### config.mk
export PLATFORM = sky130hd
export DESIGN_NAME = table_linear_interpolator_flat
export DESIGN_NICKNAME = d
export VERILOG_FILES = /design/src/rtl/core/tli_pkg.sv /design/src/rtl/core/tli_if.sv /design/src/rtl/core/tli_ctrl.sv /design/src/rtl/core/tli_dpath.sv /design/src/rtl/core/table_linear_interpolator.sv /design/src/flat_wrapper.sv
export SDC_FILE = /design/constraint.sdc
export NUM_CORES = 2
export LEC_CHECK = 0
export ABC_AREA = 1
export BUFFER_PORTS_ARGS = -buffer_cell sky130_fd_sc_hd__buf_2
export CAP_MARGIN = 20
export CORE_MARGIN = 1.5
export CORE_UTILIZATION = 50
export DETAILED_ROUTE_END_ITERATION = 8
export GPL_ROUTABILITY_DRIVEN = 0
export PLACE_DENSITY = 0.67
export SYNTH_ARGS = -nofsm -noshare
export SYNTH_HDL_FRONTEND = slang
export SYNTH_SLANG_ARGS = --single-unit
export TNS_END_PERCENT = 1
### constraint.sdc
create_clock -name clk_i -period 7.2 [get_ports clk_i]
set_clock_uncertainty 0.15 [all_clocks]
set_input_delay 0.36 -clock clk_i [delete_from_list [all_inputs] [get_ports clk_i]]
set_output_delay 0.36 -clock clk_i [all_outputs]
set_load 0.1 [all_outputs]
### src/rtl/core/tli_pkg.sv
// Shared types and constants of the table linear interpolator.
package tli_pkg;

  localparam int DATA_W          = 32;
  localparam int FRAC_W          = 16;
  localparam int SLOT_W          = 4;
  localparam int CNT_W           = 5;
  localparam int MAX_ACTIVE      = 16;
  localparam int TABLE_DEPTH_DEF = 16;
  localparam int DIFF_W          = DATA_W + 1;
  localparam int PROD_W          = DIFF_W + FRAC_W + 1;
  localparam int DIV_CNT_W       = 4;

  localparam logic REQ_LOAD  = 1'b0;
  localparam logic REQ_QUERY = 1'b1;

  localparam logic [1:0] REGION_INTERIOR = 2'd0;
  localparam logic [1:0] REGION_BELOW    = 2'd1;
  localparam logic [1:0] REGION_ABOVE    = 2'd2;

  localparam logic [CNT_W-1:0] POINTS_RESET = 5'd1;

  typedef enum logic [2:0] {
    ST_IDLE,
    ST_READ,
    ST_CMP,
    ST_DIV,
    ST_MUL,
    ST_SUM,
    ST_FIN
  } state_e;

  // Commands from the controller to the datapath.
  typedef struct packed {
    logic wr_entry;
    logic q_start;
    logic rd;
    logic scan_adv;
    logic set_below;
    logic set_above;
    logic div_init;
    logic div_step;
    logic mul;
    logic fin_interior;
    logic out_load;
  } cmd_t;

  // Status from the datapath to the controller.
  typedef struct packed {
    logic key_gt;
    logic at_first;
    logic at_last;
    logic div_last;
    logic out_free;
  } sts_t;

endpackage

### src/rtl/core/tli_if.sv
// Channel interfaces of the table linear interpolator.
interface tli_in_if;
  logic                             valid;
  logic                             ready;
  logic                             req_type;
  logic [tli_pkg::SLOT_W-1:0]       entry_index;
  logic signed [tli_pkg::DATA_W-1:0] entry_key;
  logic signed [tli_pkg::DATA_W-1:0] entry_value;
  logic signed [tli_pkg::DATA_W-1:0] query_point;

  modport source (output valid, req_type, entry_index, entry_key, entry_value, query_point,
                  input ready);
  modport sink   (input valid, req_type, entry_index, entry_key, entry_value, query_point,
                  output ready);
endinterface

interface tli_out_if;
  logic                             valid;
  logic                             ready;
  logic signed [tli_pkg::DATA_W-1:0] interp_value;
  logic [1:0]                       region;

  modport source (output valid, interp_value, region, input ready);
  modport sink   (input valid, interp_value, region, output ready);
endinterface

interface tli_cfg_if;
  logic                      valid;
  logic                      ready;
  logic [tli_pkg::CNT_W-1:0] data;

  modport source (output valid, data, input ready);
  modport sink   (input valid, data, output ready);
endinterface

### src/rtl/core/tli_ctrl.sv
// Controller state machine of the table linear interpolator.
module tli_ctrl (
  input  logic          clk_i,
  input  logic          rst_ni,
  input  logic          in_valid_i,
  input  logic          in_req_type_i,
  output logic          in_ready_o,
  input  tli_pkg::sts_t sts_i,
  output tli_pkg::cmd_t cmd_o
);

  tli_pkg::state_e state_q, state_d;

  always_ff @(posedge clk_i or negedge rst_ni) begin
    if (!rst_ni) begin
      state_q <= tli_pkg::ST_IDLE;
    end else begin
      state_q <= state_d;
    end
  end

  // Next state
  always_comb begin
    state_d = state_q;
    unique case (state_q)
      tli_pkg::ST_IDLE: begin
        if (in_valid_i && in_req_type_i == tli_pkg::REQ_QUERY) state_d = tli_pkg::ST_READ;
      end
      tli_pkg::ST_READ: state_d = tli_pkg::ST_CMP;
      tli_pkg::ST_CMP: begin
        priority if (sts_i.key_gt && sts_i.at_first) begin
          state_d = tli_pkg::ST_FIN;
        end else if (sts_i.key_gt) begin
          state_d = tli_pkg::ST_DIV;
        end else if (sts_i.at_last) begin
          state_d = tli_pkg::ST_FIN;
        end else begin
          state_d = tli_pkg::ST_READ;
        end
      end
      tli_pkg::ST_DIV: begin
        if (sts_i.div_last) state_d = tli_pkg::ST_MUL;
      end
      tli_pkg::ST_MUL: state_d = tli_pkg::ST_SUM;
      tli_pkg::ST_SUM: state_d = tli_pkg::ST_FIN;
      tli_pkg::ST_FIN: begin
        if (sts_i.out_free) state_d = tli_pkg::ST_IDLE;
      end
      default: state_d = tli_pkg::ST_IDLE;
    endcase
  end

  // Outputs
  always_comb begin
    cmd_o      = '0;
    in_ready_o = 1'b0;
    unique case (state_q)
      tli_pkg::ST_IDLE: begin
        in_ready_o = 1'b1;
        if (in_valid_i) begin
          cmd_o.wr_entry = (in_req_type_i == tli_pkg::REQ_LOAD);
          cmd_o.q_start  = (in_req_type_i == tli_pkg::REQ_QUERY);
        end
      end
      tli_pkg::ST_READ: cmd_o.rd = 1'b1;
      tli_pkg::ST_CMP: begin
        priority if (sts_i.key_gt && sts_i.at_first) begin
          cmd_o.set_below = 1'b1;
        end else if (sts_i.key_gt) begin
          cmd_o.div_init = 1'b1;
        end else begin
          cmd_o.scan_adv  = 1'b1;
          cmd_o.set_above = sts_i.at_last;
        end
      end
      tli_pkg::ST_DIV: cmd_o.div_step     = 1'b1;
      tli_pkg::ST_MUL: cmd_o.mul          = 1'b1;
      tli_pkg::ST_SUM: cmd_o.fin_interior = 1'b1;
      tli_pkg::ST_FIN: cmd_o.out_load     = sts_i.out_free;
      default: cmd_o = '0;
    endcase
  end

endmodule

### src/rtl/core/tli_dpath.sv
// Datapath of the table linear interpolator: table, scan, divider, blend, output register.
module tli_dpath #(
  parameter int TABLE_DEPTH = tli_pkg::TABLE_DEPTH_DEF
) (
  input  logic                               clk_i,
  input  logic                               rst_ni,
  input  tli_pkg::cmd_t                      cmd_i,
  output tli_pkg::sts_t                      sts_o,
  input  logic [tli_pkg::SLOT_W-1:0]         entry_index_i,
  input  logic signed [tli_pkg::DATA_W-1:0]  entry_key_i,
  input  logic signed [tli_pkg::DATA_W-1:0]  entry_value_i,
  input  logic signed [tli_pkg::DATA_W-1:0]  query_point_i,
  input  logic                               cfg_valid_i,
  input  logic [tli_pkg::CNT_W-1:0]          cfg_data_i,
  input  logic                               out_ready_i,
  output logic                               out_valid_o,
  output logic signed [tli_pkg::DATA_W-1:0]  interp_value_o,
  output logic [1:0]                         region_o
);

  localparam int IDX_W = $clog2(TABLE_DEPTH);
  localparam int LIM   = (TABLE_DEPTH < tli_pkg::MAX_ACTIVE) ? TABLE_DEPTH : tli_pkg::MAX_ACTIVE;
  localparam logic [tli_pkg::CNT_W-1:0] LIM_C = tli_pkg::CNT_W'(LIM);

  logic signed [tli_pkg::DATA_W-1:0] key_mem [TABLE_DEPTH];
  logic signed [tli_pkg::DATA_W-1:0] val_mem [TABLE_DEPTH];

  logic [tli_pkg::CNT_W-1:0]          points_q, n_active;
  logic [tli_pkg::CNT_W-1:0]          cnt_q;
  logic signed [tli_pkg::DATA_W-1:0]  point_q, key_rd_q, val_rd_q, key_prev_q, val_prev_q;
  logic [tli_pkg::DATA_W-1:0]         rem_q, den_q;
  logic [tli_pkg::FRAC_W-1:0]         quo_q;
  logic [tli_pkg::DIV_CNT_W-1:0]      div_cnt_q;
  logic signed [tli_pkg::DIFF_W-1:0]  diff_q;
  logic signed [tli_pkg::PROD_W-1:0]  prod_q, sum;
  logic signed [tli_pkg::DATA_W-1:0]  res_q;
  logic [1:0]                         region_q;
  logic                               out_valid_q;
  logic signed [tli_pkg::DATA_W-1:0]  out_value_q;
  logic [1:0]                         out_region_q;
  logic                               slot_ok;
  logic [tli_pkg::DATA_W:0]           rem_shl;
  logic [tli_pkg::DATA_W:0]           rem_sub;

  assign slot_ok = (32'(entry_index_i) < TABLE_DEPTH);

  // Table write on load, registered read during the scan
  always_ff @(posedge clk_i) begin
    if (cmd_i.wr_entry && slot_ok) begin
      key_mem[IDX_W'(entry_index_i)] <= entry_key_i;
      val_mem[IDX_W'(entry_index_i)] <= entry_value_i;
    end
    if (cmd_i.rd) begin
      key_rd_q <= key_mem[IDX_W'(cnt_q)];
      val_rd_q <= val_mem[IDX_W'(cnt_q)];
    end
  end

  always_comb begin
    priority if (points_q == '0) begin
      n_active = tli_pkg::CNT_W'(1);
    end else if (points_q > LIM_C) begin
      n_active = LIM_C;
    end else begin
      n_active = points_q;
    end
  end

  always_ff @(posedge clk_i or negedge rst_ni) begin
    if (!rst_ni) begin
      points_q <= tli_pkg::POINTS_RESET;
      cnt_q    <= '0;
    end else begin
      if (cfg_valid_i) points_q <= cfg_data_i;
      if (cmd_i.q_start) begin
        cnt_q <= '0;
      end else if (cmd_i.scan_adv) begin
        cnt_q <= cnt_q + tli_pkg::CNT_W'(1);
      end
    end
  end

  // Restoring divide step: remainder stays below the divisor
  assign rem_shl = {rem_q, 1'b0};
  assign rem_sub = rem_shl - {1'b0, den_q};

  assign sum = {{2{val_prev_q[tli_pkg::DATA_W-1]}}, val_prev_q, {tli_pkg::FRAC_W{1'b0}}}
               + prod_q;

  always_ff @(posedge clk_i) begin
    if (cmd_i.q_start) point_q <= query_point_i;
    if (cmd_i.scan_adv) begin
      key_prev_q <= key_rd_q;
      val_prev_q <= val_rd_q;
    end
    if (cmd_i.div_init) begin
      rem_q     <= point_q - key_prev_q;
      den_q     <= key_rd_q - key_prev_q;
      diff_q    <= tli_pkg::DIFF_W'(val_rd_q) - tli_pkg::DIFF_W'(val_prev_q);
      div_cnt_q <= '0;
    end else if (cmd_i.div_step) begin
      div_cnt_q <= div_cnt_q + tli_pkg::DIV_CNT_W'(1);
      if (!rem_sub[tli_pkg::DATA_W]) begin
        rem_q <= rem_sub[tli_pkg::DATA_W-1:0];
        quo_q <= {quo_q[tli_pkg::FRAC_W-2:0], 1'b1};
      end else begin
        rem_q <= rem_shl[tli_pkg::DATA_W-1:0];
        quo_q <= {quo_q[tli_pkg::FRAC_W-2:0], 1'b0};
      end
    end
    if (cmd_i.mul) prod_q <= tli_pkg::PROD_W'($signed({1'b0, quo_q}) * diff_q);
    priority if (cmd_i.set_below) begin
      res_q    <= val_rd_q;
      region_q <= tli_pkg::REGION_BELOW;
    end else if (cmd_i.set_above) begin
      res_q    <= val_rd_q;
      region_q <= tli_pkg::REGION_ABOVE;
    end else if (cmd_i.fin_interior) begin
      res_q    <= sum[tli_pkg::DATA_W+tli_pkg::FRAC_W-1:tli_pkg::FRAC_W];
      region_q <= tli_pkg::REGION_INTERIOR;
    end else begin
      res_q    <= res_q;
    end
    if (cmd_i.out_load) begin
      out_value_q  <= res_q;
      out_region_q <= region_q;
    end
  end

  always_ff @(posedge clk_i or negedge rst_ni) begin
    if (!rst_ni) begin
      out_valid_q <= 1'b0;
    end else if (cmd_i.out_load) begin
      out_valid_q <= 1'b1;
    end else if (out_ready_i) begin
      out_valid_q <= 1'b0;
    end
  end

  // Rem_sub sign bit clear means the shifted remainder reached the divisor;
  // the divisor is nonzero, so a set top bit of rem_shl always subtracts.
  assign sts_o.key_gt   = (key_rd_q > point_q);
  assign sts_o.at_first = (cnt_q == '0);
  assign sts_o.at_last  = ((cnt_q + tli_pkg::CNT_W'(1)) == n_active);
  assign sts_o.div_last = (div_cnt_q == {tli_pkg::DIV_CNT_W{1'b1}});
  assign sts_o.out_free = !out_valid_q || out_ready_i;

  assign out_valid_o    = out_valid_q;
  assign interp_value_o = out_value_q;
  assign region_o       = out_region_q;

endmodule

### src/rtl/core/table_linear_interpolator.sv
// Top level of the table linear interpolator.
// Requests arrive on in_i (valid/ready). A load request (req_type 0) writes
// one breakpoint (entry_key, entry_value) to slot entry_index and gives no
// result; slots at or beyond TABLE_DEPTH are dropped.
// A query request (req_type 1) gives one result on out_o: interp_value and
// a region code (interior, below first key, at or beyond last key).
// A query scans the active keys in order (up to sixteen), reading each key from
// memory and then comparing it; an interior point then runs the restoring
// divider, one multiply and one add, and a final step moves the result into
// the output register once that register is free.
// Only one query is in flight; loads are taken only while idle.
// cfg_i writes points_in_use (always ready); write it only while idle.
// Reset empties the output register and sets points_in_use to one; the
// table contents are undefined until loaded, so load every active slot first.
// If the receiver stalls, the result waits in the output register, the block
// still takes requests, and a further query holds its result until out_o drains.
module table_linear_interpolator #(
  parameter int TABLE_DEPTH = tli_pkg::TABLE_DEPTH_DEF
) (
  input  logic      clk_i,
  input  logic      rst_ni,
  tli_in_if.sink    in_i,
  tli_out_if.source out_o,
  tli_cfg_if.sink   cfg_i
);

  tli_pkg::cmd_t cmd;
  tli_pkg::sts_t sts;

  // Configuration register is always free to take a write
  assign cfg_i.ready = 1'b1;

  // Sequencing of loads, the key scan, divide and blend
  tli_ctrl u_ctrl (
    .clk_i         (clk_i),
    .rst_ni        (rst_ni),
    .in_valid_i    (in_i.valid),
    .in_req_type_i (in_i.req_type),
    .in_ready_o    (in_i.ready),
    .sts_i         (sts),
    .cmd_o         (cmd)
  );

  // Table memory, arithmetic and the output register
  tli_dpath #(
    .TABLE_DEPTH (TABLE_DEPTH)
  ) u_dpath (
    .clk_i          (clk_i),
    .rst_ni         (rst_ni),
    .cmd_i          (cmd),
    .sts_o          (sts),
    .entry_index_i  (in_i.entry_index),
    .entry_key_i    (in_i.entry_key),
    .entry_value_i  (in_i.entry_value),
    .query_point_i  (in_i.query_point),
    .cfg_valid_i    (cfg_i.valid),
    .cfg_data_i     (cfg_i.data),
    .out_ready_i    (out_o.ready),
    .out_valid_o    (out_o.valid),
    .interp_value_o (out_o.interp_value),
    .region_o       (out_o.region)
  );

endmodule
### src/flat_wrapper.sv
// flat-port wrapper written by rule: the top's interface ports become plain ports
module table_linear_interpolator_flat 
#(
  parameter int TABLE_DEPTH = tli_pkg::TABLE_DEPTH_DEF
)
  (clk_i, rst_ni, in_i_valid, in_i_req_type, in_i_entry_index, in_i_entry_key, in_i_entry_value, in_i_query_point, in_i_ready, out_o_valid, out_o_interp_value, out_o_region, out_o_ready, cfg_i_valid, cfg_i_data, cfg_i_ready);
  tli_in_if in_i_i ();
  tli_out_if out_o_i ();
  tli_cfg_if cfg_i_i ();
  input  logic clk_i;
  input  logic rst_ni;
  input wire logic [$bits(in_i_i.valid)-1:0] in_i_valid;
  input wire logic [$bits(in_i_i.req_type)-1:0] in_i_req_type;
  input wire logic [$bits(in_i_i.entry_index)-1:0] in_i_entry_index;
  input wire logic [$bits(in_i_i.entry_key)-1:0] in_i_entry_key;
  input wire logic [$bits(in_i_i.entry_value)-1:0] in_i_entry_value;
  input wire logic [$bits(in_i_i.query_point)-1:0] in_i_query_point;
  output wire logic [$bits(in_i_i.ready)-1:0] in_i_ready;
  output wire logic [$bits(out_o_i.valid)-1:0] out_o_valid;
  output wire logic [$bits(out_o_i.interp_value)-1:0] out_o_interp_value;
  output wire logic [$bits(out_o_i.region)-1:0] out_o_region;
  input wire logic [$bits(out_o_i.ready)-1:0] out_o_ready;
  input wire logic [$bits(cfg_i_i.valid)-1:0] cfg_i_valid;
  input wire logic [$bits(cfg_i_i.data)-1:0] cfg_i_data;
  output wire logic [$bits(cfg_i_i.ready)-1:0] cfg_i_ready;
  assign in_i_i.valid = in_i_valid;
  assign in_i_i.req_type = in_i_req_type;
  assign in_i_i.entry_index = in_i_entry_index;
  assign in_i_i.entry_key = in_i_entry_key;
  assign in_i_i.entry_value = in_i_entry_value;
  assign in_i_i.query_point = in_i_query_point;
  assign in_i_ready = in_i_i.ready;
  assign out_o_valid = out_o_i.valid;
  assign out_o_interp_value = out_o_i.interp_value;
  assign out_o_region = out_o_i.region;
  assign out_o_i.ready = out_o_ready;
  assign cfg_i_i.valid = cfg_i_valid;
  assign cfg_i_i.data = cfg_i_data;
  assign cfg_i_ready = cfg_i_i.ready;
  table_linear_interpolator #(.TABLE_DEPTH(TABLE_DEPTH)) u_core (.clk_i(clk_i), .rst_ni(rst_ni), .in_i(in_i_i), .out_o(out_o_i), .cfg_i(cfg_i_i));
endmodule
**Yosys cells after proc, flatten, opt, wreduce, memory -nomap -nowiden**

Memories as Yosys holds them, arrays and structs flattened. A register that Yosys moved wholly into a read port is not among the register bits.
Cells that the tools add are included.

- Add/sub/neg operators: 7
- Multipliers: 1
- Magnitude comparators: 2
- Eq/ne operators: 11
- Muxes and demuxes: 39
- Bitwise logic cells: 2
- Reduce and logical (&&, ||, !) cells: 14

Operators with widths:

| operator | count |
|---|---|
| $mux W32 | 6 |
| $sub A32 B32 Y32 | 2 |
| $add A48 B48 Y48 | 1 |
| $mul A17 B33 Y48 | 1 |
| $sub A32 B32 Y33 | 1 |
| $sub A33 B32 Y33 | 1 |
| $gt A32 B32 Y1 | 1 |
| $pmux W3 S7 | 1 |
| $mux W5 | 4 |
| $mux W3 | 6 |
| $mux W1 | 16 |
| $logic_not A5 Y1 | 2 |
| $mux W2 | 5 |
| $eq A3 B3 Y1 const B | 3 |
| $reduce_bool A2 Y1 | 4 |
| $eq A3 B2 Y1 const B | 2 |
| $add A5 B1 Y5 const B | 1 |
| $eq A5 B5 Y1 | 1 |
| $gt A5 B5 Y1 const B | 1 |
| $add A4 B1 Y4 const B | 1 |
| $eq A4 B4 Y1 const B | 1 |
| $mux W4 | 1 |
| $ne A2 B2 Y1 const B | 2 |
| $eq A3 B1 Y1 const B | 1 |
| 9 further kinds | 11 |

- Register bits after elaboration: 343
- Bits in writable memories: 1024
- Input bits: 111
- Output and inout port bits: 37
- Word-level logic and storage cells: 95
- Memories kept: 2

Memory list:

| memory | words | width | rd ports | clocked after memory_dff | wr ports | RTL line | text |
|---|---|---|---|---|---|---|---|
| u_core.u_dpath.key_mem | 16 | 32 | 1 | 1 | 1 | tli_dpath.sv:25 | `logic signed [tli_pkg::DATA_W-1:0] key_mem [TABLE_DEPTH];` |
| u_core.u_dpath.val_mem | 16 | 32 | 1 | 1 | 1 | tli_dpath.sv:26 | `logic signed [tli_pkg::DATA_W-1:0] val_mem [TABLE_DEPTH];` |

**Longest topological paths before layout**

- Depth in word-level cells: 9
- Gate-level depth with buffers: 29
- Gate-level depth less buffers: 27

**Hierarchy**

A second synthesis with hierarchy kept.

- Cell total of the unflattened synthesis: 8336
- Area, all modules: 83685.3 um^2

Modules (own cells, without submodules):

| module | instances | cells each | area an instance (um^2) | sequential area each (um^2) |
|---|---|---|---|---|
| tli_dpath | 1 | 8279 | 83382.5 | 42286.8 |
| tli_ctrl | 1 | 55 | 291.5 | 75.1 |
| table_linear_interpolator | 1 | 2 | 11.3 | 0.0 |

**Worst setup path before layout**

Ideal clock, no wire load.

- Path type: register -> register
- From: register u_core.u_dpath.quo_q[4] in the netlist's numbering
- To: register u_core.u_dpath.prod_q[43] in the netlist's numbering (data pin)
- Library setup time: 0.265 ns
- Arrival: 5.563 ns
- Required time: 6.785 ns
- Path slack: 1.223 ns
- Cell stages (with the launch flop): 23
- Buffers on the path: 2
- Clock period less this slack: 5.977 ns
- Cell sequence: edfxtp_1 -> clkbuf_1 -> clkbuf_1 -> nand2_1 -> fa_1 -> inv_1 -> fa_1 -> inv_1 -> fa_1 -> fa_1 -> inv_1 -> fa_1 -> inv_1 -> fa_1 -> inv_1 -> ha_1 -> nand2_1 -> nor2_1 -> nand2_1 -> inv_1 -> a221oi_1 -> nand3_1 -> xor2_1

- Word-level cells in the longest chain between the ends: 1

RTL lines:

| item | RTL line | text |
|---|---|---|
| from (decl) | tli_dpath.sv:32 | `logic [tli_pkg::FRAC_W-1:0] quo_q;` |
| from (signal assigned) | tli_dpath.sv:105 | `quo_q <= {quo_q[tli_pkg::FRAC_W-2:0], 1'b1};` |
| from (signal assigned) | tli_dpath.sv:108 | `quo_q <= {quo_q[tli_pkg::FRAC_W-2:0], 1'b0};` |
| $mul A17 B33 Y48 | tli_dpath.sv:111 | `if (cmd_i.mul) prod_q <= tli_pkg::PROD_W'($signed({1'b0, quo_q}) * diff_q);` |
| to (signal assigned) | tli_dpath.sv:111 |  |
| to (decl) | tli_dpath.sv:35 | `logic signed [tli_pkg::PROD_W-1:0] prod_q, sum;` |

No other way between the ends.
A chain may end at the register's enable or synchronous reset.

**Worst setup path after layout**

- From: register u_core.u_dpath.diff_q[22] in the netlist's numbering
- To: register u_core.u_dpath.prod_q[39] in the netlist's numbering (data pin)

- Word-level cells in the longest chain between the ends: 1

RTL lines:

| item | RTL line | text |
|---|---|---|
| from (decl) | tli_dpath.sv:34 | `logic signed [tli_pkg::DIFF_W-1:0] diff_q;` |
| from (signal assigned) | tli_dpath.sv:99 | `diff_q <= tli_pkg::DIFF_W'(val_rd_q) - tli_pkg::DIFF_W'(val_prev_q);` |
| $mul A17 B33 Y48 | tli_dpath.sv:111 |  |

No other way between the ends.

==> flow_summary.toml <==
[clock_tree]
cts_resized = 0
h-tree-depth = 4
insertion_delay_ns = 0.79
clkSinkCount = 1415
clk_pin_slew_ns = 0.06
cts.root.buffer_cell = "clkbuf_16"
cts_tree = "built"
cts_buffer_depth = 3
post_cts_buffers = 0
cts_buffers = 149

[route]
avgRoutedWirePerCell_um = 21.5
drtAntennaViolNets = 0
vias = 58854
routed_wl_um = 223000
route.detailed.drc = 0
via_per_inst = 5.67
dr.pass1.iters = 9
drt_iter0_markers = 6819

[critical_path]
timing.critical_path.buf_inv = 4
reg2regPathDepth = 20
cp.required_ns = 7.56
endpoint_kind = "flop"
rr_startpoint = "u_core.u_dpath.diff_q[22]"
path_cells = "nand2_1 > fa_1 > fa_1 > fa_1 > inv_1 > fa_1 > fa_1 > inv_1 > fa_1 > inv_1 > ha_1 > nand2_1 > nor2_1 > inv_1 > nor4_1 > nand2_1 > nand2_1 > nand3_1 > nand2_1 > xor2_1"
crit_type = "reg2reg"
r2r-end = "u_core.u_dpath.prod_q[39]"
worst_path_most_repeated_cell = "fa_1"
critical-path-top-delay-family = "adder cells"
max_stage_delay_ns = 1.00
crit_arrival_ns = 6.99
cp_max_fo = 14
ff2ff_setup_slack_ns = 0.57
slowest_stage = "edfxtp_1"
start_kind = "flop"

[global_routing]
grt_usage_pct = 27.2
grt_pass1_wl_um = 341000
grt_max_degree = 218
antenna_found_initial = 27
gr-total-overflow = 0
grt_pass1_vias = 58339

[synthesis]
synth_nets = 8837
synth.avg_cell_area_um2 = 10.3
synthesis.area_mm2 = 0.0815
async_flop_share_pct = 0.989
synth_edf_count = 1395
ys_top_cells_by_area = "edfxtp_1 51%, fa_1 12%, nand2_1 6.9%, inv_1 5.7%, ha_1 4.7%"
ys_seq_area_share_pct = 52.0
yosysWarnings = 0
yosysTopAreaCellShare_pct = 51.4
synth-main-ff-cell = "edfxtp_1"
yosysMostFrequentCell = "nand2_1"
synthTopCellsByCount = "1506 x nand2_1, 1395 x edfxtp_1, 1229 x inv_1"
yosys.area.top_type = "edfxtp_1"
synth_cell_types = 54
syn-instance-count = 7929
ys_seq_elements = 1415

[placed_design]
hpwl_um = 147000
port_buffers = 146
postPlaceCellArea_mm2 = 0.0848

[finish]
final_util_pct = 56.4
drive_gt1_share_pct = 6.00
final_net_count = 9000
final_area_mm2 = 0.0908
synthToLayoutAreaGrowth_pct = 11.4

[flow_run]
drv_cap = 0

[timing]
final.setup.tns_ns = 0
grt_setup_unrepaired = "false"
finalCritPeriodShare_pct = 92.1
finalMaxSlewViolations = 0
period_minus_slack_ns = 6.63
max_freq_ghz = 0.151
timing.hold.ws_ns = 0.0589
hold_viol = 0
worst_pin_slew_ns = 1.13
maxSlewHeadroom_pct = 24.5
setup_violations = 0

[floorplanning]
core_mm2 = 0.161
fp.dieW_um = 407
ioPinCount = 148
initial_utilization_pct = 50.6
dieArea_mm2 = 0.165
chipHeight_um = 407
rows = 147

[status]
outcome = "finished, final reports clean"

[min_path]
min_from = "in_i_req_type"
hold_path_depth = 5
hold_class = "in2reg"
hold_path_end = "u_core.u_ctrl.state_q[0]"
==> per-layer routing <==
metal | part of all wire, % | GRT usage (%) | up-vias
met1 | 41 | 37.5 | 28871
li1 | - | - | 26625
met4 | 3.4 | 9.55 | 24
met5 | 0.069 | 0 | -
met2 | 46 | 43.2 | 2822
met3 | 9.5 | 5.04 | 512
==> cell type report <==
type                       instances  area [µm²]
timing repair buffer             359        2930
clock inverter                    88         938
clock buffer                     182        3910
antenna                            6        15.0
inverter                        1230        4630
sequential                      1415       42400
fill                           13702       70300
multi-input combinational       4937       33300
tap                             2160        2700
==> cells in the final DEF, fill, tap and decap left out, types with 73 or more instances in the layout <==
cell	count
nand2_1	1505
edfxtp_1	1395
inv_1	1225
nor2_1	754
o21ai_0	662
fa_1	494
ha_1	303
o22ai_1	257
a21oi_1	246
clkbuf_16	151
nand3_1	146
buf_2	146
dlygate4sd3_1	115
nand4_1	103
xor2_1	102
xnor2_1	81
buf_4	73
==> worst min-delay path: stages <==
cell	delay (ns)
buf_2	0.11
a21oi_1	0.20
nor3_1	0.12
nand2_1	0.09
nand2_1	0.05
==> sequential cells by signal, indices dropped and copies added, names as in the netlist, 5 cells and up <==
name and flops:
u_core.u_dpath.key_mem 512, u_core.u_dpath.diff_q 33, u_core.u_dpath.res_q 32, u_core.u_dpath.points_q 5, u_core.u_dpath.val_rd_q 32, u_core.u_dpath.interp_value_o 32
u_core.u_dpath.key_prev_q 32, u_core.u_dpath.den_q 32, u_core.u_dpath.val_mem 512, u_core.u_dpath.val_prev_q 32, u_core.u_dpath.point_q 32, u_core.u_dpath.prod_q 32
u_core.u_dpath.rem_q 32, u_core.u_dpath.cnt_q 5, u_core.u_dpath.quo_q 16, u_core.u_dpath.key_rd_q 32
==> stage by stage <==
stage	worst slack, ns	instances
after floorplan	1.22	7929
after global placement	0.596	9983
after detailed placement	0.675	9984
after CTS	0.660	10369
after global routing	0.310	10376
final	0.572	10377
==> worst max-delay path by stage <==
stage | to | start | cells after the start
2_1_floorplan | u_core.u_dpath.prod_q[43] | u_core.u_dpath.quo_q[4] | 22
3_3_place_gp | u_core.u_dpath.prod_q[45] | u_core.u_dpath.diff_q[31] | 18
3_5_place_dp | u_core.u_dpath.prod_q[39] | u_core.u_dpath.diff_q[17] | 20
4_1_cts | u_core.u_dpath.prod_q[36] | u_core.u_dpath.diff_q[22] | 21
5_1_grt | u_core.u_dpath.prod_q[36] | u_core.u_dpath.diff_q[22] | 21
6_report | u_core.u_dpath.prod_q[39] | u_core.u_dpath.diff_q[22] | 20
==> cells by family after synthesis <==
logic type | Yosys count | share of synthesized area (%)
adders and majority gates | 797 | 16.8
DFF | 1415 | 52.0
buffers and inverters | 1577 | 7.34
muxes | 2 | 0.0276
other | 1 | 0.00460
xor gates and xnor gates | 184 | 1.99
and+or+nand+nor | 2603 | 12.7
AOI/OAI and AO/OA | 1350 | 9.14
==> timing repair <==
| action | 4_1_cts | 5_1_grt |
|---|---|---|
| endpoints found under the setup margin | 0 | 0 |
| hold buffers | 115 | 0 |
| hold endpoints to repair | 1078 | 0 |
Power is left out: the tool's default activity adds up to more than one toggle a clock period on the data nets, which glitch-free logic cannot reach.
